File: src/hdl/skt_pkg.sv
// Shared types, codes and constants for the sorted key table.
package skt_pkg;

   localparam int SKT_DEPTH = 128;

   localparam int KEY_IN_W   = 32;
   localparam int KEY_W      = 31;
   localparam int SCORE_IN_W = 11;
   localparam int SCORE_W    = 10;
   localparam int FUNC_W     = 2;
   localparam int STATUS_W   = 4;
   localparam int POS_W      = 10;
   localparam int GRADE_W    = 2;
   localparam int COUNT_W    = 11;
   localparam int CSR_IDX_W  = 1;

   localparam logic [FUNC_W-1:0] FN_UPSERT = 2'd0;
   localparam logic [FUNC_W-1:0] FN_DELETE = 2'd1;
   localparam logic [FUNC_W-1:0] FN_FIND   = 2'd2;

   localparam logic [STATUS_W-1:0] ST_UPDATED   = 4'd0;
   localparam logic [STATUS_W-1:0] ST_INSERTED  = 4'd1;
   localparam logic [STATUS_W-1:0] ST_DELETED   = 4'd2;
   localparam logic [STATUS_W-1:0] ST_FOUND     = 4'd3;
   localparam logic [STATUS_W-1:0] ST_NOT_FOUND = 4'd4;
   localparam logic [STATUS_W-1:0] ST_FULL      = 4'd5;
   localparam logic [STATUS_W-1:0] ST_BAD_KEY   = 4'd6;
   localparam logic [STATUS_W-1:0] ST_BAD_SCORE = 4'd7;
   localparam logic [STATUS_W-1:0] ST_BOTH_BAD  = 4'd8;

   localparam logic [GRADE_W-1:0] GR_FAIL      = 2'd0;
   localparam logic [GRADE_W-1:0] GR_PASS      = 2'd1;
   localparam logic [GRADE_W-1:0] GR_EXCELLENT = 2'd2;

   localparam logic [CSR_IDX_W-1:0] CSR_PASS_THRESHOLD      = 1'd0;
   localparam logic [CSR_IDX_W-1:0] CSR_EXCELLENT_THRESHOLD = 1'd1;

   localparam logic [SCORE_W-1:0] SCORE_MAX           = 10'd1000;
   localparam logic [SCORE_W-1:0] PASS_THRESHOLD_RST  = 10'd600;
   localparam logic [SCORE_W-1:0] EXCEL_THRESHOLD_RST = 10'd850;

   // Broadcast to every cell when the held request completes.
   typedef struct packed {
      logic               insert;
      logic               delete;
      logic               update;
      logic [KEY_W-1:0]   key;
      logic [SCORE_W-1:0] score;
   } skt_op_type;

endpackage

File: src/hdl/skt_pick.sv
// Encodes a one-hot slot select into its index and reads out that slot's score.
module skt_pick import skt_pkg::*; #(
   parameter int DEPTH = SKT_DEPTH
) (
   input  logic [DEPTH-1:0]              sel,
   input  logic [DEPTH-1:0][SCORE_W-1:0] scores,
   output logic [$clog2(DEPTH)-1:0]      index,
   output logic [SCORE_W-1:0]            score
);

   localparam int IDX_W = $clog2(DEPTH);

   always_comb begin
      index = '0;
      score = '0;
      for (int i = 0; i < DEPTH; i++) begin
         index = index | (sel[i] ? IDX_W'(i) : '0);
         score = score | (sel[i] ? scores[i] : '0);
      end
   end

endmodule

File: config.mk
export PLATFORM = sky130hd
export DESIGN_NAME = skt_pick
export DESIGN_NICKNAME = d
export VERILOG_FILES = /design/src/hdl/skt_pkg.sv /design/src/hdl/skt_pick.sv
export SDC_FILE = /design/constraint.sdc
export NUM_CORES = 1
export LEC_CHECK = 0
export BUFFER_PORTS_ARGS = -buffer_cell sky130_fd_sc_hd__buf_2
export CAP_MARGIN = 25
export CORE_AREA = 2 2 561 563
export DETAILED_ROUTE_END_ITERATION = 16
export DIE_AREA = 0 0 563 565
export GPL_TIMING_DRIVEN = 0
export MAX_ROUTING_LAYER = met4
export PLACE_DENSITY_LB_ADDON = 0.08
export SYNTH_ARGS = -nofsm -noshare
export SYNTH_HDL_FRONTEND = slang
export SYNTH_SLANG_ARGS = --single-unit
File: constraint.sdc
create_clock -name vclk -period 2
set_input_delay 0.3 -clock vclk [all_inputs]
set_output_delay 0.3 -clock vclk [all_outputs]
set_load 0.1 [all_outputs]
==> reports/results.env <==
SEQ_CELL_COUNT=0
FAILED_CHECKS='negative setup slack'
FINAL-HOLD-VIOLATION-COUNT=0
TIMING.FINAL.SETUP_VIOLATIONS=17
FINAL_COMMON_CELL='buf_2'
TIGHTEST_SLEW_NS=1.08
MAX-VDD-IR-DROP_V=0.0000667
POWER.SEQUENTIAL.FRACTION=0
MAX-CAP-VIOLATIONS=0
SWITCHING_POWER_SHARE_OF_THE_TOTAL=0.581
CRITPATHKIND='in -> out'
PLACE.PORT_BUFFERS=1424
SYNTH_WARNINGS=0
COUNT_OF_DIFFERENT_CELL_MASTERS_AFTER_SYNTHESIS=16
PLACED_CELLS=6651
POWER_SHARE_OF_THE_COMBINATIONAL_GROUP=1.000
POST_ROUTE_CELLS_DRIVE_ABOVE_1_SHARE=0.718
AREA.GROWTH.SYNTH_TO_FINAL_PCT=243
TRACK_USAGE=0.178
AGGREGATE_GLOBAL_ROUTING_OVERFLOW=0
GLOBAL_ROUTE_WIRE_LENGTH_BEFORE_REPAIR_MM=333
FIN_SETUP_TNS_NS=-15.00
YS_SEQ_AREA_FRAC=0
NETLIST_INSTANCES=1024
CP_CELL_SEQUENCE='buf_12 -> buf_4 -> buf_12 -> a22o_1 -> a221oi_2 -> nand4_1 -> nor4_4 -> buf_6 -> nand3_4 -> buf_12'
CTS_HOLD_REPAIR.BUFFERS=0
AREA_OCCUPIED_BY_MULTI_INPUT_GATES_UM2=8780
FLOORPLAN.DIE.WIDTH_UM=563
POWER-PER-CELL-AREA_nW_PER_UM2=223
WORST-ENDPOINT-ARRIVAL_NS=3.11
TIMING.CRITICAL_PATH.FANOUT_MAX=2
PLACE_HPWL_MM=265
GP_ROUTABILITY_CONGESTION=0.825
POST-ROUTE-DRC-COUNT=0
HOLD_PATH_DEPTH=6
FLOORPLAN.INITIALDENSITY=0.0239
LAYOUTNONFILLERINSTCOUNT=6954
LAYOUT_WORST_PATH_CYCLE_SHARE=1.71
CRITICAL_PATH.TOP_DELAY_FAMILY='simple AND/OR/NAND/NOR gates'
OUTCOME='complete, but fails checks'
WORST_HOLD_STARTPOINT='scores[1242]'
PLACEMENTROWS=205
ROUTED_WIRELENGTH_MM=287
RSZ0062_AT_GRT='yes'
INTERNAL-POWER_mW=2.38
CRIT_BUF_INV=5
P_CLK_FRAC=0
NUM_VIAS=20000
VIA_COUNT_OF_THE_FIRST_GLOBAL_ROUTING_PASS=20900
FINAL.FILL_COUNT=36900
SYNTH_AREA_PER_CELL_UM2=7.27
N_CLOCK_BUFFER=0
CPMOSTUSEDCELL='buf_12'
TIMING.SLEW.HEADROOM=0.275
FINISH.NET_COUNT=3992
P_SWITCHING_mW=3.30
VIASPERCELL=2.87
NUM_PORTS=1425
REQUIRED_NS=1.70
FINAL-MAX-SLEW-VIOLATION-COUNT=0
HOLD_SLACK_NS=1.13
DRT-PASS1-ITER-COUNT=5
ROUTEDWLPERCELL_UM=41.3
NUMBER_OF_DRC_MARKERS_AFTER_THE_INITIAL_DETAILED_ROUTE_ITERATION=1154
FF_LATCH_AREA_UM2=0
HOLD_CLASS='in -> out'
HOLD_END='score[2]'
SYN_NETS=2432
DIEAREA_UM2=318000
DIE-HEIGHT_UM=565
WORSTSETUPSTARTPOINTTYPE='input port'
POST_SYNTHESIS_CELL_AREA_UM2=7440
MAXIMUM_NUMBER_OF_PINS_ON_ONE_NET_BEFORE_GLOBAL_ROUTE_REPAIR=12
CORE_AREA_UM2=311000
LARGEST_STAGE_DELAY_ON_THE_CRITICAL_PATH_NS=0.87
TIMING.FMAX_MHz=293
ANTENNA_LEFT=0
FINAL_PERIOD_MINUS_WORST_SETUP_SLACK_NS=3.41
GRT_ANTENNA_BEFORE_REPAIR=397
CRITICAL-PATH-SLOWEST-CELL='nand4_1'
POWER.LEAKAGE_nW=10.1
TIMING.FINAL.WS_SETUP_NS=-1.41
SETUP.WORST_PATH.END_CLASS='output port'
MOST-COMMON-LAYOUT-CELLS='1390 x buf_2, 208 x a22o_1, 196 x a22oi_1'
area by class of cell:
class	instances	share of cell area
tap	4140	0.203
timing repair buffer	1559	0.371
antenna	232	0.0227
multi-input combinational	896	0.344
buffer	127	0.0600
worst max path at each step:
stage	to	slack, ns	start	depth (start not counted)
after floorplan	index[4]	-0.21	sel[121]	5
after CTS	score[6]	-1.61	sel[58]	9
after detailed placement	score[0]	-2.61	sel[93]	7
final	score[9]	-1.41	sel[10]	10
after global placement	score[0]	-4.36	sel[80]	8
after global routing	score[0]	-1.41	sel[10]	9
metal layers:
| layer | wire (µm) | global-route usage |
|---|---|---|
| met5 | 0 | - |
| met4 | 6990 | 0.0207 |
| met3 | 27500 | 0.0657 |
| met2 | 141000 | 0.312 |
| met1 | 112000 | 0.197 |
synthesized netlist by cell type:
cell / count / share of area
a22o_1: 220 / 0.26
a221oi_1: 212 / 0.25
a22oi_1: 200 / 0.20
nand4_1: 98 / 0.082
clkbuf_1: 97 / 0.049
nor4_1: 70 / 0.059
nand3_1: 39 / 0.026
nor3_1: 24 / 0.016
buf_2: 18 / 0.012
nand2_1: 13 / 0.0066
nor2_1: 9 / 0.0045
a221oi_2: 8 / 0.016
buf_6: 8 / 0.012
buf_1: 4 / 0.0020
or4_1: 3 / 0.0030
buf_4: 1 / 0.0010
through the flow:
step	worst slack, ns	cell area [µm²]	total power [mW]	utilization
after floorplan	-0.213	7670	1.21	-
after global placement	-4.36	20000	4.88	0.0642
after detailed placement	-2.61	21100	5.09	0.0679
after CTS	-1.61	24400	5.80	0.0783
after global routing	-1.41	25500	6.03	0.0819
final	-1.41	25500	5.69	0.0820
power groups by stage:
stage          combinational [mW]  sequential (mW)  clock, mW
6_report                     5.69                0  0.0000150
5_1_grt                      6.03                0  0.0000142
4_1_cts                      5.80                0          0
3_5_place_dp                 5.09                0          0
3_3_place_gp                 4.88                0          0
2_1_floorplan                1.21                0          0
cells by family after synthesis:
kind of cell           Yosys count  share of synthesized area
AO/OA/AOI/OAI                  640                      0.726
buffers and inverters          128                     0.0761
AND/OR/NAND/NOR                256                      0.198
repair_timing:
item                       CTS  global route
setup endpoints to repair   17            17
cloned                       2             0
gates resized for setup    547           134
pin swaps                   89            62
setup buffers               59            19
Note: power is estimated with default switching activity, not from simulation.
