$ cat src/hdl/skt_pkg.sv
// Shared types, codes and constants for the sorted key table.
package skt_pkg;

   localparam int SKT_DEPTH = 128;

   localparam int KEY_IN_W   = 32;
   localparam int KEY_W      = 31;
   localparam int SCORE_IN_W = 11;
   localparam int SCORE_W    = 10;
   localparam int FUNC_W     = 2;
   localparam int STATUS_W   = 4;
   localparam int POS_W      = 10;
   localparam int GRADE_W    = 2;
   localparam int COUNT_W    = 11;
   localparam int CSR_IDX_W  = 1;

   localparam logic [FUNC_W-1:0] FN_UPSERT = 2'd0;
   localparam logic [FUNC_W-1:0] FN_DELETE = 2'd1;
   localparam logic [FUNC_W-1:0] FN_FIND   = 2'd2;

   localparam logic [STATUS_W-1:0] ST_UPDATED   = 4'd0;
   localparam logic [STATUS_W-1:0] ST_INSERTED  = 4'd1;
   localparam logic [STATUS_W-1:0] ST_DELETED   = 4'd2;
   localparam logic [STATUS_W-1:0] ST_FOUND     = 4'd3;
   localparam logic [STATUS_W-1:0] ST_NOT_FOUND = 4'd4;
   localparam logic [STATUS_W-1:0] ST_FULL      = 4'd5;
   localparam logic [STATUS_W-1:0] ST_BAD_KEY   = 4'd6;
   localparam logic [STATUS_W-1:0] ST_BAD_SCORE = 4'd7;
   localparam logic [STATUS_W-1:0] ST_BOTH_BAD  = 4'd8;

   localparam logic [GRADE_W-1:0] GR_FAIL      = 2'd0;
   localparam logic [GRADE_W-1:0] GR_PASS      = 2'd1;
   localparam logic [GRADE_W-1:0] GR_EXCELLENT = 2'd2;

   localparam logic [CSR_IDX_W-1:0] CSR_PASS_THRESHOLD      = 1'd0;
   localparam logic [CSR_IDX_W-1:0] CSR_EXCELLENT_THRESHOLD = 1'd1;

   localparam logic [SCORE_W-1:0] SCORE_MAX           = 10'd1000;
   localparam logic [SCORE_W-1:0] PASS_THRESHOLD_RST  = 10'd600;
   localparam logic [SCORE_W-1:0] EXCEL_THRESHOLD_RST = 10'd850;

   // Broadcast to every cell when the held request completes.
   typedef struct packed {
      logic               insert;
      logic               delete;
      logic               update;
      logic [KEY_W-1:0]   key;
      logic [SCORE_W-1:0] score;
   } skt_op_type;

endpackage

$ cat src/hdl/skt_cell.sv
// One slot of the table: holds a key and score, compares, shifts with its neighbors.
module skt_cell import skt_pkg::*; #(
   parameter int DEPTH = SKT_DEPTH,
   parameter int INDEX = 0
) (
   input  logic                         clock,
   input  logic                         reset,
   input  logic                         cmp_en,
   input  logic signed [KEY_IN_W-1:0]   cmp_key,
   input  logic [$clog2(DEPTH+1)-1:0]   count,
   input  skt_op_type                   op,
   input  logic                         g_prev,
   input  logic [KEY_W-1:0]             left_key,
   input  logic [SCORE_W-1:0]           left_score,
   input  logic [KEY_W-1:0]             right_key,
   input  logic [SCORE_W-1:0]           right_score,
   output logic [KEY_W-1:0]             key_out,
   output logic [SCORE_W-1:0]           score_out,
   output logic                         eq_out,
   output logic                         g_out
);

   localparam int CNT_W = $clog2(DEPTH+1);

   logic [KEY_W-1:0]   key_ff, key_in;
   logic [SCORE_W-1:0] score_ff, score_in;
   logic               eq_ff, gt_ff, g_ff;
   logic               occ, eq_now, gt_now;

   assign occ    = CNT_W'(INDEX) < count;
   assign eq_now = occ && ($signed({1'b0, key_ff}) == cmp_key);
   assign gt_now = $signed({1'b0, key_ff}) > cmp_key;

   always_ff @(posedge clock) begin
      if (reset) begin
         eq_ff <= 1'b0;
         gt_ff <= 1'b0;
         g_ff  <= 1'b0;
      end else if (cmp_en) begin
         eq_ff <= eq_now;
         gt_ff <= gt_now;
         g_ff  <= gt_now || !occ;
      end
   end

   always_comb begin
      key_in   = key_ff;
      score_in = score_ff;
      if (op.insert && g_ff) begin
         // first slot above the new key takes it; slots beyond move up
         if (g_prev) begin
            key_in   = left_key;
            score_in = left_score;
         end else begin
            key_in   = op.key;
            score_in = op.score;
         end
      end else if (op.delete && (eq_ff || gt_ff)) begin
         key_in   = right_key;
         score_in = right_score;
      end else if (op.update && eq_ff) begin
         score_in = op.score;
      end
   end

   always_ff @(posedge clock) begin
      key_ff   <= key_in;
      score_ff <= score_in;
   end

   assign key_out   = key_ff;
   assign score_out = score_ff;
   assign eq_out    = eq_ff;
   assign g_out     = g_ff;

endmodule

$ cat config.mk
export PLATFORM = sky130hd
export DESIGN_NAME = skt_cell
export DESIGN_NICKNAME = d
export VERILOG_FILES = /design/src/hdl/skt_pkg.sv /design/src/hdl/skt_cell.sv
export SDC_FILE = /design/constraint.sdc
export NUM_CORES = 1
export LEC_CHECK = 0
export BUFFER_PORTS_ARGS = -buffer_cell sky130_fd_sc_hd__clkbuf_2
export CAP_MARGIN = 20
export CORE_ASPECT_RATIO = 1.4
export CORE_MARGIN = 4
export CORE_UTILIZATION = 27
export CTS_CLUSTER_DIAMETER = 60
export DETAILED_ROUTE_END_ITERATION = 10
export GPL_TIMING_DRIVEN = 0
export HOLD_SLACK_MARGIN = 0.06
export PLACE_DENSITY = 0.56
export SYNTH_ARGS = -nofsm -noshare
export SYNTH_HDL_FRONTEND = slang
export SYNTH_SLANG_ARGS = --single-unit
$ cat constraint.sdc
create_clock -name clock -period 5.3 [get_ports clock]
set_input_delay 0 -clock clock [delete_from_list [all_inputs] [get_ports clock]]
set_output_delay 0 -clock clock [all_outputs]
set_load 0.01 [all_outputs]
==> key figures <==
Worst setup path
  • Crit-path max FO: 33
  • Crit path from: g_out$_SDFFE_PP0P_
  • Worst R2R Start: g_out$_SDFFE_PP0P_
  • Crit. End Element: register
  • WP data required: 5350 ps
  • CP Data Arrival Time: 3110 ps
  • Worst Setup Start Kind: register
  • WS Path Type: register to register

Timing
  • Fin. Hold Viols: 0
  • Tcrit/Tclk final: 0.578
  • Final setup TNS: 0 ps
  • Clk_skew: 3.81 ps
  • Slew margin rel.: 0.420
  • Post-route minimum period: 3060 ps
  • Post-route setup slack: 2240 ps
  • FMAX: 0.327 GHz
  • Worst-Margin Slew: 867 ps
  • Pins Over Slew Limit: 0
  • Number of setup violations in the final report: 0
  • RSZ-0062 raised after global routing: false

Place
  • RePlAce Congestion: 0.839
  • Place WS: 2810 ps
  • Port bufs: 211
  • Post-Place Cells: 655
  • Detailed Place HPWL: 8640 microns

Floorplanning
  • Core ar.: 10900 sq um
  • IO Pins: 213
  • Die Wd: 97.3 microns
  • Rows: 45
  • Die ar.: 12900 sq um
  • Die Height: 133 microns
  • Initial Util: 0.277

Finish
  • Diode count: 0
  • Storage element area: 1290 sq um
  • Area of the multi-input gates: 1520 sq um
  • Fill count: 1084
  • Synth-to-layout area growth: 63.2%
  • Fin cells: 715
  • Net count reported at finish: 774
  • Layout cells sized above 1: 0.404

Pwr
  • Comb pwr share: 0.274
  • Pint: 747 uW
  • Sw Pwr: 285 uW
  • VDD IR max: 0.112 mV
  • Sequential share of power: 0.415
  • Net Sw Frac: 0.276
  • Pleak: 2.59 nW
  • Clk pwr share: 0.311
  • Power density over the cells: 210 nW/um^2

CTS
  • CTS Buf Count: 5
  • CTS root buffer: clkbuf_16
  • H-tree Lvls: 2
  • CTS tree: done
  • Post_cts resized: 0
  • Reg clk slew, reported paths: 60 ps
  • Max clock buf depth: 2
  • Clock Latency Late Sink: 290 ps
  • Sink Count: 44

GRT
  • Largest net degree at the start of global routing: 34
  • GRT Residual Overflow: 0
  • Vias in the first global route: 3635
  • Global-route wire length before repair: 17500 microns
  • Antenna violations before repair: 0
  • Tot GR Track Use: 0.169

Flow run
  • Max-Cap Viols: 0

Hold path
  • Hold Startpoint: right_key[28]
  • Min-delay worst type: input pin to register

Route
  • DRT Wirelength: 11000 microns
  • Routed met2 length: 6070 microns
  • DR pass1 iterations: 5
  • Post-route ant nets: 0
  • Met1 WL: 3920 microns
  • Top Layer Used: met4
  • Drt drc: 0
  • Via/cell ratio: 4.66
  • Routed wl met3: 620 microns
  • DR WL/cell: 15.4 microns
  • Initial DRC count: 102
  • Via count: 3330

Logic synthesis
  • Syn Nets: 504
  • Mapped Area: 3010 sq um
  • Flops & latches, synth: 44
  • Yosys cell types: 36
  • Warnings, synthesis: 0
  • Post-Syn Area per Cell: 9.95 sq um
  • Sequential share of the synthesized area: 0.428
  • Gate Count Post-Synth: 303

Outcome
  • Status: finished clean
-- cell usage in the layout (no fill, tap or decap), types with 3 or more instances in the layout --
master,Yosys,routed
nand4_2,4,4
clkbuf_1,6,6
a222oi_1,10,10
o21ai_0,35,35
nand4_1,4,4
edfxtp_1,41,41
nand2_1,41,40
nor4_1,3,3
buf_2,4,4
clkbuf_16,0,5
inv_1,43,43
nor2_1,6,6
ha_1,31,31
clkbuf_2,0,211
dlygate4sd3_1,0,52
a21oi_1,15,15
mux2i_1,31,31
dfxtp_1,3,3
-- synthesized netlist by cell type --
| master | count | share of area |
|---|---|---|
| mux2i_1 | 31 | 0.10 |
| a22oi_1 | 1 | 0.0025 |
| clkbuf_1 | 6 | 0.0075 |
| o21ai_0 | 35 | 0.058 |
| buf_1 | 1 | 0.0012 |
| nor4_1 | 3 | 0.0062 |
| nand2_1 | 41 | 0.051 |
| a221oi_1 | 1 | 0.0029 |
| nor2b_1 | 1 | 0.0021 |
| nand2b_1 | 2 | 0.0042 |
| and2_1 | 1 | 0.0021 |
| nor2_1 | 6 | 0.0075 |
| a2111oi_1 | 1 | 0.0033 |
| and3_1 | 1 | 0.0021 |
| a21o_1 | 2 | 0.0050 |
| o21ai_1 | 1 | 0.0017 |
| o211ai_1 | 2 | 0.0050 |
| edfxtp_1 | 41 | 0.41 |
| nand4b_1 | 1 | 0.0029 |
| nor3b_1 | 1 | 0.0025 |
| nand4_2 | 4 | 0.017 |
| a211oi_1 | 2 | 0.0050 |
| nand2_2 | 1 | 0.0021 |
| nor4_4 | 1 | 0.0071 |
| a222oi_1 | 10 | 0.033 |
| nor3_1 | 1 | 0.0017 |
| o21ai_2 | 1 | 0.0029 |
| dfxtp_1 | 3 | 0.020 |
| nand4_1 | 4 | 0.0083 |
| nor3b_2 | 1 | 0.0042 |
| nand3_1 | 2 | 0.0033 |
| a21oi_1 | 15 | 0.025 |
| inv_1 | 43 | 0.054 |
| ha_1 | 31 | 0.13 |
| a211o_1 | 1 | 0.0029 |
| buf_2 | 4 | 0.0066 |
-- registers in the layout, indices dropped and copies added (netlist names) --
signal,cells
g_out,1
score_out,10
key_out,31
gt_ff,1
eq_out,1
-- cell families (layout without fill, tap and decap cells) --
logic type,count (synthesis),in the layout,share of synthesized area
compound gates,72,72,0.147
simple gates,71,71,0.124
buf+inv,54,325,0.0689
flops,44,44,0.428
fa+ha+maj,31,31,0.129
mux,31,31,0.103
-- worst max-delay path, stage by stage, from the launching register on --
cell and delay (ps):
dfxtp_1 450, nand2_2 200, nand2_2 690, o21ai_2 320
a222oi_1 450, dlygate4sd3_1 630, inv_1 60
-- metal layers --
metal | up-vias | track usage
li1 | 1652 | -
met5 | - | 0
met2 | 136 | 0.322
met1 | 1509 | 0.179
met3 | 33 | 0.0327
met4 | 0 | 0.0739
-- power by group through the flow --
stage / combinational [mW] / sequential [mW] / clock (mW)
floorplan: 0.115 / 0.445 / 0
global placement: 0.241 / 0.436 / 0
detailed placement: 0.247 / 0.437 / 0
CTS: 0.284 / 0.429 / 0.330
global route: 0.318 / 0.432 / 0.340
finish: 0.282 / 0.429 / 0.321
-- repair_timing --
item / 4_1_cts / 5_1_grt
setup buffers: 0 / 0
hold buffers: 52 / 0
endpoints found under the hold margin: 42 / 0
-- area by class of cell --
class / count / area share
Tap cell: 141 / 0.0359
Timing Repair Buffer: 263 / 0.321
Multi-Input combinational cell: 205 / 0.309
Clock inverter: 2 / 0.00204
Buffer: 11 / 0.00941
Clock buffer: 6 / 0.0282
Sequential cell: 44 / 0.263
Inverter: 43 / 0.0328
-- path summary, 6_finish.rpt --
kind	endpoint	slack (ps)	cells past startpoint
setup reg to reg	score_out[9]$_DFFE_PP_	2240	6
hold / removal	key_out[28]$_DFFE_PP_	50	3
hold reg to reg	g_out$_SDFFE_PP0P_	690	4
setup / recovery	score_out[9]$_DFFE_PP_	2240	6
-- through the flow --
stage	total power [mW]	hold slack, ps	area [sq um]	util
after floorplan	0.560	69.1	3010	-
after global placement	0.677	203	4250	0.391
after detailed placement	0.684	217	4250	0.391
after CTS	1.04	64.2	4920	0.453
after global routing	1.09	91.4	4920	0.453
final	1.03	51.8	4920	0.453
(Power assumes the default switching activity.)
